[src/sv/apwd_pkg.sv]
// Package for the accelerometer pickup wake detector.
// Holds the configuration register indices, field widths, reset values and config struct.
// No dependencies.
`default_nettype none

package apwd_pkg;

	localparam int THRESH_W    = 16;
	localparam int VOTE_W      = 8;
	localparam int DELAY_W     = 16;
	localparam int CFG_INDEX_W = 3;
	localparam int CFG_DATA_W  = 16;

	localparam logic [THRESH_W-1:0] WAKE_THRESHOLD_RST      = 16'd150;
	localparam logic [VOTE_W-1:0]   WAKE_VOTES_NEEDED_RST   = 8'd3;
	localparam logic [THRESH_W-1:0] SETTLE_THRESHOLD_RST    = 16'd60;
	localparam logic [VOTE_W-1:0]   SETTLE_VOTES_NEEDED_RST = 8'd3;
	localparam logic [DELAY_W-1:0]  BASELINE_DELAY_RST      = 16'd2000;

	typedef enum logic [CFG_INDEX_W-1:0] {
		REG_WAKE_THRESHOLD      = 3'd0,
		REG_WAKE_VOTES_NEEDED   = 3'd1,
		REG_SETTLE_THRESHOLD    = 3'd2,
		REG_SETTLE_VOTES_NEEDED = 3'd3,
		REG_BASELINE_DELAY      = 3'd4
	} apwd_reg_t;

	localparam logic OP_START  = 1'b0;
	localparam logic OP_SAMPLE = 1'b1;

	typedef struct packed {
		logic [THRESH_W-1:0] wake_threshold;
		logic [VOTE_W-1:0]   wake_votes_needed;
		logic [THRESH_W-1:0] settle_threshold;
		logic [VOTE_W-1:0]   settle_votes_needed;
		logic [DELAY_W-1:0]  baseline_delay;
	} apwd_cfg_t;

endpackage

`default_nettype wire

[src/sv/apwd_if.sv]
// Channel interfaces of the pickup wake detector: input items, results, config writes.
// Depends on apwd_pkg for the config index and data widths.
`default_nettype none

interface apwd_item_if #(
	parameter int SAMPLE_WIDTH = 16,
	parameter int TIME_WIDTH   = 48
);
	logic                           valid;
	logic                           ready;
	logic                           op;
	logic signed [SAMPLE_WIDTH-1:0] accel_x;
	logic signed [SAMPLE_WIDTH-1:0] accel_y;
	logic signed [SAMPLE_WIDTH-1:0] accel_z;
	logic [TIME_WIDTH-1:0]          time_ms;

	modport source (output valid, op, accel_x, accel_y, accel_z, time_ms, input ready);
	modport sink   (input valid, op, accel_x, accel_y, accel_z, time_ms, output ready);
endinterface

interface apwd_result_if;
	logic valid;
	logic ready;
	logic picked_up;
	logic armed;

	modport source (output valid, picked_up, armed, input ready);
	modport sink   (input valid, picked_up, armed, output ready);
endinterface

interface apwd_cfg_if;
	logic                            valid;
	logic                            ready;
	logic [apwd_pkg::CFG_INDEX_W-1:0] index;
	logic [apwd_pkg::CFG_DATA_W-1:0]  data;

	modport source (output valid, index, data, input ready);
	modport sink   (input valid, index, data, output ready);
endinterface

`default_nettype wire

[src/sv/accel_pickup_wake_detector_unit.sv]
// Top level of the accelerometer pickup wake detector.
// Depends on apwd_pkg, the channel interfaces in apwd_if.sv, apwd_regs and apwd_core.
//
// Takes one item per clock cycle while results are taken, and gives exactly one result
// per item (picked_up, armed). An accepted item is held in an input register; when the
// result register can take it, the compare and state update run in one pass and the
// result is loaded into the output register, from which it is offered. The output register
// decouples the two sides: new items keep flowing while a result waits as long as that
// register can be emptied in the same cycle. A start item (op = 0)
// records the sleep time and disarms the block. Configuration writes are taken in any
// cycle and should be made only while no item is in flight; writes to indices above 4
// are dropped.
`default_nettype none

module accel_pickup_wake_detector_unit #(
	parameter int SAMPLE_WIDTH = 16,
	parameter int TIME_WIDTH   = 48,
	parameter int COUNT_WIDTH  = 8
) (
	input  wire logic      clk,
	input  wire logic      arst_n,
	apwd_item_if.sink      item,
	apwd_result_if.source  result,
	apwd_cfg_if.sink       cfg
);
	import apwd_pkg::*;

	apwd_cfg_t cfg_regs;

	logic                           valid_s1;
	logic                           op_s1;
	logic signed [SAMPLE_WIDTH-1:0] accel_x_s1, accel_y_s1, accel_z_s1;
	logic [TIME_WIDTH-1:0]          time_ms_s1;

	logic res_valid_q;
	logic picked_up_q;
	logic armed_q;

	logic advance;
	logic core_picked_up;
	logic core_armed;

	assign cfg.ready   = 1'b1;
	assign advance     = valid_s1 && (!res_valid_q || result.ready);
	assign item.ready  = !valid_s1 || advance;

	apwd_regs u_regs (
		.clk      (clk),
		.arst_n   (arst_n),
		.wr_en    (cfg.valid),
		.wr_index (cfg.index),
		.wr_data  (cfg.data),
		.cfg      (cfg_regs)
	);

	apwd_core #(
		.SAMPLE_WIDTH (SAMPLE_WIDTH),
		.TIME_WIDTH   (TIME_WIDTH),
		.COUNT_WIDTH  (COUNT_WIDTH)
	) u_core (
		.clk       (clk),
		.arst_n    (arst_n),
		.fire      (advance),
		.op        (op_s1),
		.accel_x   (accel_x_s1),
		.accel_y   (accel_y_s1),
		.accel_z   (accel_z_s1),
		.time_ms   (time_ms_s1),
		.cfg       (cfg_regs),
		.picked_up (core_picked_up),
		.armed     (core_armed)
	);

	// input register: load on every transfer, drop once the item has been processed
	always_ff @(posedge clk or negedge arst_n) begin
		if (!arst_n) begin
			valid_s1 <= 1'b0;
		end else if (item.valid && item.ready) begin
			valid_s1 <= 1'b1;
		end else if (advance) begin
			valid_s1 <= 1'b0;
		end
	end

	always_ff @(posedge clk) begin
		if (item.valid && item.ready) begin
			op_s1      <= item.op;
			accel_x_s1 <= item.accel_x;
			accel_y_s1 <= item.accel_y;
			accel_z_s1 <= item.accel_z;
			time_ms_s1 <= item.time_ms;
		end
	end

	// result register
	always_ff @(posedge clk or negedge arst_n) begin
		if (!arst_n) begin
			res_valid_q <= 1'b0;
		end else if (advance) begin
			res_valid_q <= 1'b1;
		end else if (result.ready) begin
			res_valid_q <= 1'b0;
		end
	end

	always_ff @(posedge clk) begin
		if (advance) begin
			picked_up_q <= core_picked_up;
			armed_q     <= core_armed;
		end
	end

	assign result.valid     = res_valid_q;
	assign result.picked_up = picked_up_q;
	assign result.armed     = armed_q;

endmodule

`default_nettype wire

[src/sv/apwd_regs.sv]
// Configuration register file of the pickup wake detector.
// Depends on apwd_pkg for register indices, widths and reset values.
`default_nettype none

module apwd_regs (
	input  wire logic                             clk,
	input  wire logic                             arst_n,
	input  wire logic                             wr_en,
	input  wire logic [apwd_pkg::CFG_INDEX_W-1:0] wr_index,
	input  wire logic [apwd_pkg::CFG_DATA_W-1:0]  wr_data,
	output apwd_pkg::apwd_cfg_t                   cfg
);
	import apwd_pkg::*;

	apwd_cfg_t cfg_q;

	always_ff @(posedge clk or negedge arst_n) begin
		if (!arst_n) begin
			cfg_q.wake_threshold      <= WAKE_THRESHOLD_RST;
			cfg_q.wake_votes_needed   <= WAKE_VOTES_NEEDED_RST;
			cfg_q.settle_threshold    <= SETTLE_THRESHOLD_RST;
			cfg_q.settle_votes_needed <= SETTLE_VOTES_NEEDED_RST;
			cfg_q.baseline_delay      <= BASELINE_DELAY_RST;
		end else if (wr_en) begin
			unique case (wr_index)
				REG_WAKE_THRESHOLD:      cfg_q.wake_threshold      <= wr_data[THRESH_W-1:0];
				REG_WAKE_VOTES_NEEDED:   cfg_q.wake_votes_needed   <= wr_data[VOTE_W-1:0];
				REG_SETTLE_THRESHOLD:    cfg_q.settle_threshold    <= wr_data[THRESH_W-1:0];
				REG_SETTLE_VOTES_NEEDED: cfg_q.settle_votes_needed <= wr_data[VOTE_W-1:0];
				REG_BASELINE_DELAY:      cfg_q.baseline_delay      <= wr_data[DELAY_W-1:0];
				default: ; // unmapped index: drop the write
			endcase
		end
	end

	assign cfg = cfg_q;

endmodule

`default_nettype wire

[src/sv/apwd_core.sv]
// Detection state and single-pass update logic of the pickup wake detector.
// Depends on apwd_pkg for the config struct, widths and op codes.
`default_nettype none

module apwd_core #(
	parameter int SAMPLE_WIDTH = 16,
	parameter int TIME_WIDTH   = 48,
	parameter int COUNT_WIDTH  = 8
) (
	input  wire logic                           clk,
	input  wire logic                           arst_n,
	input  wire logic                           fire,
	input  wire logic                           op,
	input  wire logic signed [SAMPLE_WIDTH-1:0] accel_x,
	input  wire logic signed [SAMPLE_WIDTH-1:0] accel_y,
	input  wire logic signed [SAMPLE_WIDTH-1:0] accel_z,
	input  wire logic [TIME_WIDTH-1:0]          time_ms,
	input  apwd_pkg::apwd_cfg_t                 cfg,
	output logic                                picked_up,
	output logic                                armed
);
	import apwd_pkg::*;

	localparam int DW   = ((SAMPLE_WIDTH > THRESH_W) ? SAMPLE_WIDTH : THRESH_W) + 2;
	localparam int CMPW = (COUNT_WIDTH > VOTE_W) ? COUNT_WIDTH : VOTE_W;

	function automatic logic beyond(input logic signed [SAMPLE_WIDTH-1:0] a,
			input logic signed [SAMPLE_WIDTH-1:0] b, input logic [THRESH_W-1:0] lim);
		logic signed [DW-1:0] d;
		logic signed [DW-1:0] l;
		d = DW'(a) - DW'(b);
		l = DW'(lim);
		return (d > l) || (d < -l);
	endfunction

	function automatic logic [COUNT_WIDTH-1:0] sat_inc(input logic [COUNT_WIDTH-1:0] c);
		return (&c) ? c : c + 1'b1;
	endfunction

	// control state
	logic                    have_baseline_q;
	logic                    have_prev_q;
	logic                    last_time_valid_q;
	logic [COUNT_WIDTH-1:0]  still_count_q;
	logic [COUNT_WIDTH-1:0]  move_count_q;
	logic [TIME_WIDTH-1:0]   sleep_start_q;
	// payload state, guarded by the flags above
	logic [TIME_WIDTH-1:0]          last_time_q;
	logic signed [SAMPLE_WIDTH-1:0] base_x_q, base_y_q, base_z_q;
	logic signed [SAMPLE_WIDTH-1:0] prev_x_q, prev_y_q, prev_z_q;

	logic [TIME_WIDTH:0]    due_sum;
	logic [TIME_WIDTH-1:0]  due;
	logic                   newer;
	logic                   due_reached;
	logic                   settle_moved;
	logic                   wake_moved;
	logic [COUNT_WIDTH-1:0] still_next;
	logic [COUNT_WIDTH-1:0] move_next;
	logic                   capture;
	logic                   take_settle;
	logic                   take_wake;

	always_comb begin
		due_sum     = {1'b0, sleep_start_q} + (TIME_WIDTH+1)'(cfg.baseline_delay);
		due         = due_sum[TIME_WIDTH] ? '1 : due_sum[TIME_WIDTH-1:0];
		due_reached = (time_ms >= due);
		newer       = !(last_time_valid_q && (time_ms <= last_time_q));

		settle_moved = beyond(accel_x, prev_x_q, cfg.settle_threshold) ||
			beyond(accel_y, prev_y_q, cfg.settle_threshold) ||
			beyond(accel_z, prev_z_q, cfg.settle_threshold);
		wake_moved = beyond(accel_x, base_x_q, cfg.wake_threshold) ||
			beyond(accel_y, base_y_q, cfg.wake_threshold) ||
			beyond(accel_z, base_z_q, cfg.wake_threshold);

		// a fresh run starts at one after a jump or on the first considered sample
		still_next = (!have_prev_q || settle_moved) ? COUNT_WIDTH'(1) : sat_inc(still_count_q);
		move_next  = wake_moved ? sat_inc(move_count_q) : '0;
		capture    = (CMPW'(still_next) >= CMPW'(cfg.settle_votes_needed));

		take_settle = (op == OP_SAMPLE) && !have_baseline_q && due_reached && newer;
		take_wake   = (op == OP_SAMPLE) && have_baseline_q && newer;

		picked_up = take_wake && (CMPW'(move_next) >= CMPW'(cfg.wake_votes_needed));
		if (op == OP_START) begin
			armed = 1'b0;
		end else begin
			armed = have_baseline_q || (take_settle && capture);
		end
	end

	always_ff @(posedge clk or negedge arst_n) begin
		if (!arst_n) begin
			have_baseline_q   <= 1'b0;
			have_prev_q       <= 1'b0;
			last_time_valid_q <= 1'b0;
			still_count_q     <= '0;
			move_count_q      <= '0;
			sleep_start_q     <= '0;
		end else if (fire) begin
			if (op == OP_START) begin
				have_baseline_q   <= 1'b0;
				have_prev_q       <= 1'b0;
				last_time_valid_q <= 1'b0;
				still_count_q     <= '0;
				move_count_q      <= '0;
				sleep_start_q     <= time_ms;
			end else if (take_settle) begin
				last_time_valid_q <= 1'b1;
				have_prev_q       <= 1'b1;
				still_count_q     <= still_next;
				have_baseline_q   <= capture;
			end else if (take_wake) begin
				last_time_valid_q <= 1'b1;
				move_count_q      <= move_next;
			end
		end
	end

	always_ff @(posedge clk) begin
		if (fire && (take_settle || take_wake)) begin
			last_time_q <= time_ms;
		end
		if (fire && take_settle) begin
			prev_x_q <= accel_x;
			prev_y_q <= accel_y;
			prev_z_q <= accel_z;
			if (capture) begin
				base_x_q <= accel_x;
				base_y_q <= accel_y;
				base_z_q <= accel_z;
			end
		end
	end

endmodule

`default_nettype wire
[src/flat_wrapper.sv]
// flat-port wrapper written by rule: the top's interface ports become plain ports
module accel_pickup_wake_detector_unit_flat import apwd_pkg::*;
#(
	parameter int SAMPLE_WIDTH = 16,
	parameter int TIME_WIDTH   = 48,
	parameter int COUNT_WIDTH  = 8
)
  (clk, arst_n, item_valid, item_op, item_accel_x, item_accel_y, item_accel_z, item_time_ms, item_ready, result_valid, result_picked_up, result_armed, result_ready, cfg_valid, cfg_index, cfg_data, cfg_ready);
  apwd_item_if #(.SAMPLE_WIDTH(SAMPLE_WIDTH), .TIME_WIDTH(TIME_WIDTH)) item_i ();
  apwd_result_if result_i ();
  apwd_cfg_if cfg_i ();
  input  wire logic clk;
  input  wire logic arst_n;
  input wire logic [$bits(item_i.valid)-1:0] item_valid;
  input wire logic [$bits(item_i.op)-1:0] item_op;
  input wire logic [$bits(item_i.accel_x)-1:0] item_accel_x;
  input wire logic [$bits(item_i.accel_y)-1:0] item_accel_y;
  input wire logic [$bits(item_i.accel_z)-1:0] item_accel_z;
  input wire logic [$bits(item_i.time_ms)-1:0] item_time_ms;
  output wire logic [$bits(item_i.ready)-1:0] item_ready;
  output wire logic [$bits(result_i.valid)-1:0] result_valid;
  output wire logic [$bits(result_i.picked_up)-1:0] result_picked_up;
  output wire logic [$bits(result_i.armed)-1:0] result_armed;
  input wire logic [$bits(result_i.ready)-1:0] result_ready;
  input wire logic [$bits(cfg_i.valid)-1:0] cfg_valid;
  input wire logic [$bits(cfg_i.index)-1:0] cfg_index;
  input wire logic [$bits(cfg_i.data)-1:0] cfg_data;
  output wire logic [$bits(cfg_i.ready)-1:0] cfg_ready;
  assign item_i.valid = item_valid;
  assign item_i.op = item_op;
  assign item_i.accel_x = item_accel_x;
  assign item_i.accel_y = item_accel_y;
  assign item_i.accel_z = item_accel_z;
  assign item_i.time_ms = item_time_ms;
  assign item_ready = item_i.ready;
  assign result_valid = result_i.valid;
  assign result_picked_up = result_i.picked_up;
  assign result_armed = result_i.armed;
  assign result_i.ready = result_ready;
  assign cfg_i.valid = cfg_valid;
  assign cfg_i.index = cfg_index;
  assign cfg_i.data = cfg_data;
  assign cfg_ready = cfg_i.ready;
  accel_pickup_wake_detector_unit #(.SAMPLE_WIDTH(SAMPLE_WIDTH), .TIME_WIDTH(TIME_WIDTH), .COUNT_WIDTH(COUNT_WIDTH)) u_core (.clk(clk), .arst_n(arst_n), .item(item_i), .result(result_i), .cfg(cfg_i));
endmodule
[config.mk]
export PLATFORM = sky130hd
export DESIGN_NAME = accel_pickup_wake_detector_unit_flat
export DESIGN_NICKNAME = d
export VERILOG_FILES = /design/src/sv/apwd_pkg.sv /design/src/sv/apwd_if.sv /design/src/sv/accel_pickup_wake_detector_unit.sv /design/src/sv/apwd_regs.sv /design/src/sv/apwd_core.sv /design/src/flat_wrapper.sv
export SDC_FILE = /design/constraint.sdc
export NUM_CORES = 1
export LEC_CHECK = 0
export ABC_AREA = 1
export BUFFER_PORTS_ARGS = -buffer_cell sky130_fd_sc_hd__buf_2
export CAP_MARGIN = 20
export CORE_UTILIZATION = 40
export DETAILED_ROUTE_END_ITERATION = 6
export HOLD_SLACK_MARGIN = 0.12
export MAX_ROUTING_LAYER = met4
export PLACE_DENSITY = 0.63
export REMOVE_ABC_BUFFERS = 1
export SLEW_MARGIN = 30
export SYNTH_ARGS = -nofsm -noshare
export SYNTH_HDL_FRONTEND = slang
export SYNTH_SLANG_ARGS = --single-unit
export TNS_END_PERCENT = 10
[constraint.sdc]
create_clock -name clk -period 7.67 [get_ports clk]
set_input_delay 1.1505 -clock clk [delete_from_list [all_inputs] [get_ports clk]]
set_output_delay 1.1505 -clock clk [all_outputs]
set_load 0.1 [all_outputs]
==> impl_metrics.ini <==
[synthesis]
synthCells = 3285
yosysUniqueCellTypes = 61
ys_async_sr_fraction = 0.354
synth_area_per_cell_sq_um = 8.45
seq_area_frac_synth = 0.384
synth-main-ff-cell = edfxtp_1
syn_area_sq_mm = 0.0278
synth-edff-count = 243
ys_warn_count = 0
ys_ff_latch = 376

[timing]
max_freq_mhz = 161
fin_crit_sh = 0.809
hold_viol = 0
fin_ws_ns = 1.47
setup_viol = 0
whs_ns = 0.474
drv_slew = 0
setup-tns-final_ns = 0
slew_headroom = 0.257
rsz0062_at_grt = no
finClkSkew_ns = 0.0682
worstMarginPinSlew_ns = 1.10
min_period_ns = 6.20

[worst_setup_path]
critical_path.max_stage_delay_ns = 0.49
cp_common_cell = nand2_1
crit_path_end_kind = register
path_class = register to register
cp_slowest_cell = o21bai_1
required_ns = 8.04
start_kind = register
cp.arrival_ns = 6.57
worstPathMaxFanout = 16

[route]
vias_per_cell = 5.00
drc = 0
avgRoutedWirePerCell_um = 16.7
num_vias = 22000
first_pass_iters = 6
drt_iter0_drc = 1464
totalWireLength_mm = 73.4
drtAntennaViolNets = 0

[clock_tree]
cts_buffers = 47
clk_latency_ns = 0.63
cts_setup_buffers = 0
h-tree-depth = 2
cts_sinks = 376
cts_hold_buf = 0
clockBufferDepth = 3
cts.clk_slew.worst_paths_ns = 0.06
cts_tree = yes
cts-root-buf = clkbuf_16
ctsResizeCount = 0

[die]
core.rowCount = 96
ios = 126
die_w_um = 265
core_area_sq_mm = 0.0686
start_util = 0.405
die_area_sq_mm = 0.0705
dieHeight_um = 265

[grt]
grt_antenna_before_repair = 2
grt_use_total = 0.216
grt_pass1_vias = 20800
grt_pass1_wl_mm = 115
grt_max_degree = 77
grt_overflow = 0

[layout]
antenna_cells = 0
syn2layout_area_growth_pct = 12.0
layout.nets = 3988
drive_gt1_frac = 0.0795

[pwr]
p_per_area_mw_per_mm2 = 260
peakVddDrop_mv = 0.174
p_leak_uw = 0.0151

[placed_design]
gp_congestion = 0.966
dp_hpwl_mm = 57.1
place_ws_ns = 1.54
port_buffers = 124

[outcome]
status = finished, final reports clean

[min_path]
hp-class = register to register

[run]
cap_violations = 0
cell usage in the layout (no fill, tap or decap), types with 8 or more instances in the layout:
| master | count |
|---|---|
| a21o_1 | 14 |
| buf_2 | 123 |
| clkbuf_16 | 47 |
| inv_1 | 471 |
| ha_1 | 426 |
| clkinv_2 | 8 |
| clkbuf_1 | 8 |
| nand2_1 | 761 |
| edfxtp_1 | 243 |
| o21ai_1 | 8 |
| xnor2_1 | 44 |
| nor2_1 | 260 |
| nand4_1 | 78 |
| o21bai_1 | 17 |
| a31oi_1 | 11 |
| dfstp_2 | 18 |
| dfrtp_1 | 115 |
| a21oi_1 | 229 |
| nand3_1 | 102 |
| o21a_1 | 14 |
| nor4_1 | 11 |
| nor3_1 | 55 |
| nand2_2 | 15 |
| xor2_1 | 114 |
| o21ai_0 | 161 |
through the flow:
stage / instance area [sq um] / util / power [uW] / instances
finish: 31100 / 0.453 / 8070 / 4404
global placement: 29500 / 0.430 / 5720 / 4316
global route: 31100 / 0.453 / 8700 / 4404
CTS: 31100 / 0.453 / 8120 / 4404
floorplan: 27600 / - / 4900 / 3254
detailed placement: 29500 / 0.430 / 5770 / 4316
synth_stat cells (2+ instances only):
cell type  instances  area [sq um]
nor3_2             2          20.0
fa_1               7           140
nand2_1          764          2870
buf_6              5          56.3
or4_1              2          15.0
a21boi_0           5          37.5
o21ai_2            5          43.8
o41ai_1            2          17.5
dfrtp_1          115          2880
inv_2              4          15.0
o211ai_1           3          22.5
nand4_1           78           488
o21ai_0          161           806
nor2_4             2          22.5
nand3_1          103           515
dfstp_2           18           473
o2111ai_1          5          43.8
a21oi_4            2          32.5
clkinv_1           2          7.51
clkbuf_1          22          82.6
o21a_1            14           105
edfxtp_1         243          7300
nor3_1            55           275
nand3b_1           7          52.6
nor4_1            11          68.8
or2_1              5          31.3
o21bai_1          17           128
a21oi_1          229          1150
inv_1            473          1780
a211oi_1           6          45.0
o21ai_1            8          40.0
xor2_1           114           998
a31oi_1           11          68.8
buf_2              2          10.0
nor2_1           261           980
a21oi_2            2          17.5
ha_1             426          5330
a21o_1            14           105
nand2_2           12          75.1
nand3_2            2          20.0
xnor2_1           44           385
nor2_2             3          18.8
cell families after synthesis:
logic type | count (synthesis) | share of synthesized area
xor gates and xnor gates | 159 | 0.0504
and+or+nand+nor | 1315 | 0.199
DFF | 376 | 0.384
buffers and inverters | 510 | 0.0705
adders and majority gates | 433 | 0.197
other | 1 | 0.000135
AOI/OAI and AO/OA | 491 | 0.0989
path summary, 6_finish.rpt:
check	cells past startpoint	from	endpoint	slack [ns]
worst max-delay path	34	u_core.accel_z_s1[2]	u_core.result.picked_up	1.47
worst min-delay path	0	u_core.time_ms_s1[0]	u_core.u_core.last_time_q[0]	0.47
worst max register to register	34	u_core.accel_z_s1[2]	u_core.result.picked_up	1.47
worst min register to register	0	u_core.time_ms_s1[0]	u_core.u_core.last_time_q[0]	0.47
max in group asynchronous	2	arst_n	u_core.u_regs.cfg[31]	5.98
min in group asynchronous	1	arst_n	u_core.u_core.sleep_start_q[46]	0.50
critical path, delay by kind of cell (launching register included):
kind            cells  cell delay, ns
simple gates       14            1.62
fa+ha+maj           3            1.01
xor+xnor            1            0.39
buf+inv             1            0.06
flops               1            0.43
compound gates     15            2.45
layout make-up:
class	instances	area [sq um]
sequential	376	10600
tap	931	1160
clock inverter	30	374
inverter	479	1800
timing repair buffer	131	696
clock buffer	58	1250
multi-input combinational	2399	15200
fill	6777	37500
power by group:
group          internal [uW]  switching, uW
Clock                   1370            927
Sequential              2470            252
Combinational           1120           1940
sequential cells by signal (all words and copies together), names as in the netlist, 48 cells and up:
register,count
u_core.u_regs.cfg,64
u_core.time_ms_s1,48
u_core.u_core.last_time_q,48
u_core.u_core.sleep_start_q,48
routing by layer:
| layer | share of wire | track usage |
|---|---|---|
| met1 | 0.47 | 0.291 |
| met3 | 0.062 | 0.0352 |
| met4 | 0.027 | 0.0645 |
| met5 | 0 | - |
| met2 | 0.44 | 0.331 |
Note: power is estimated with default switching activity, not from simulation.
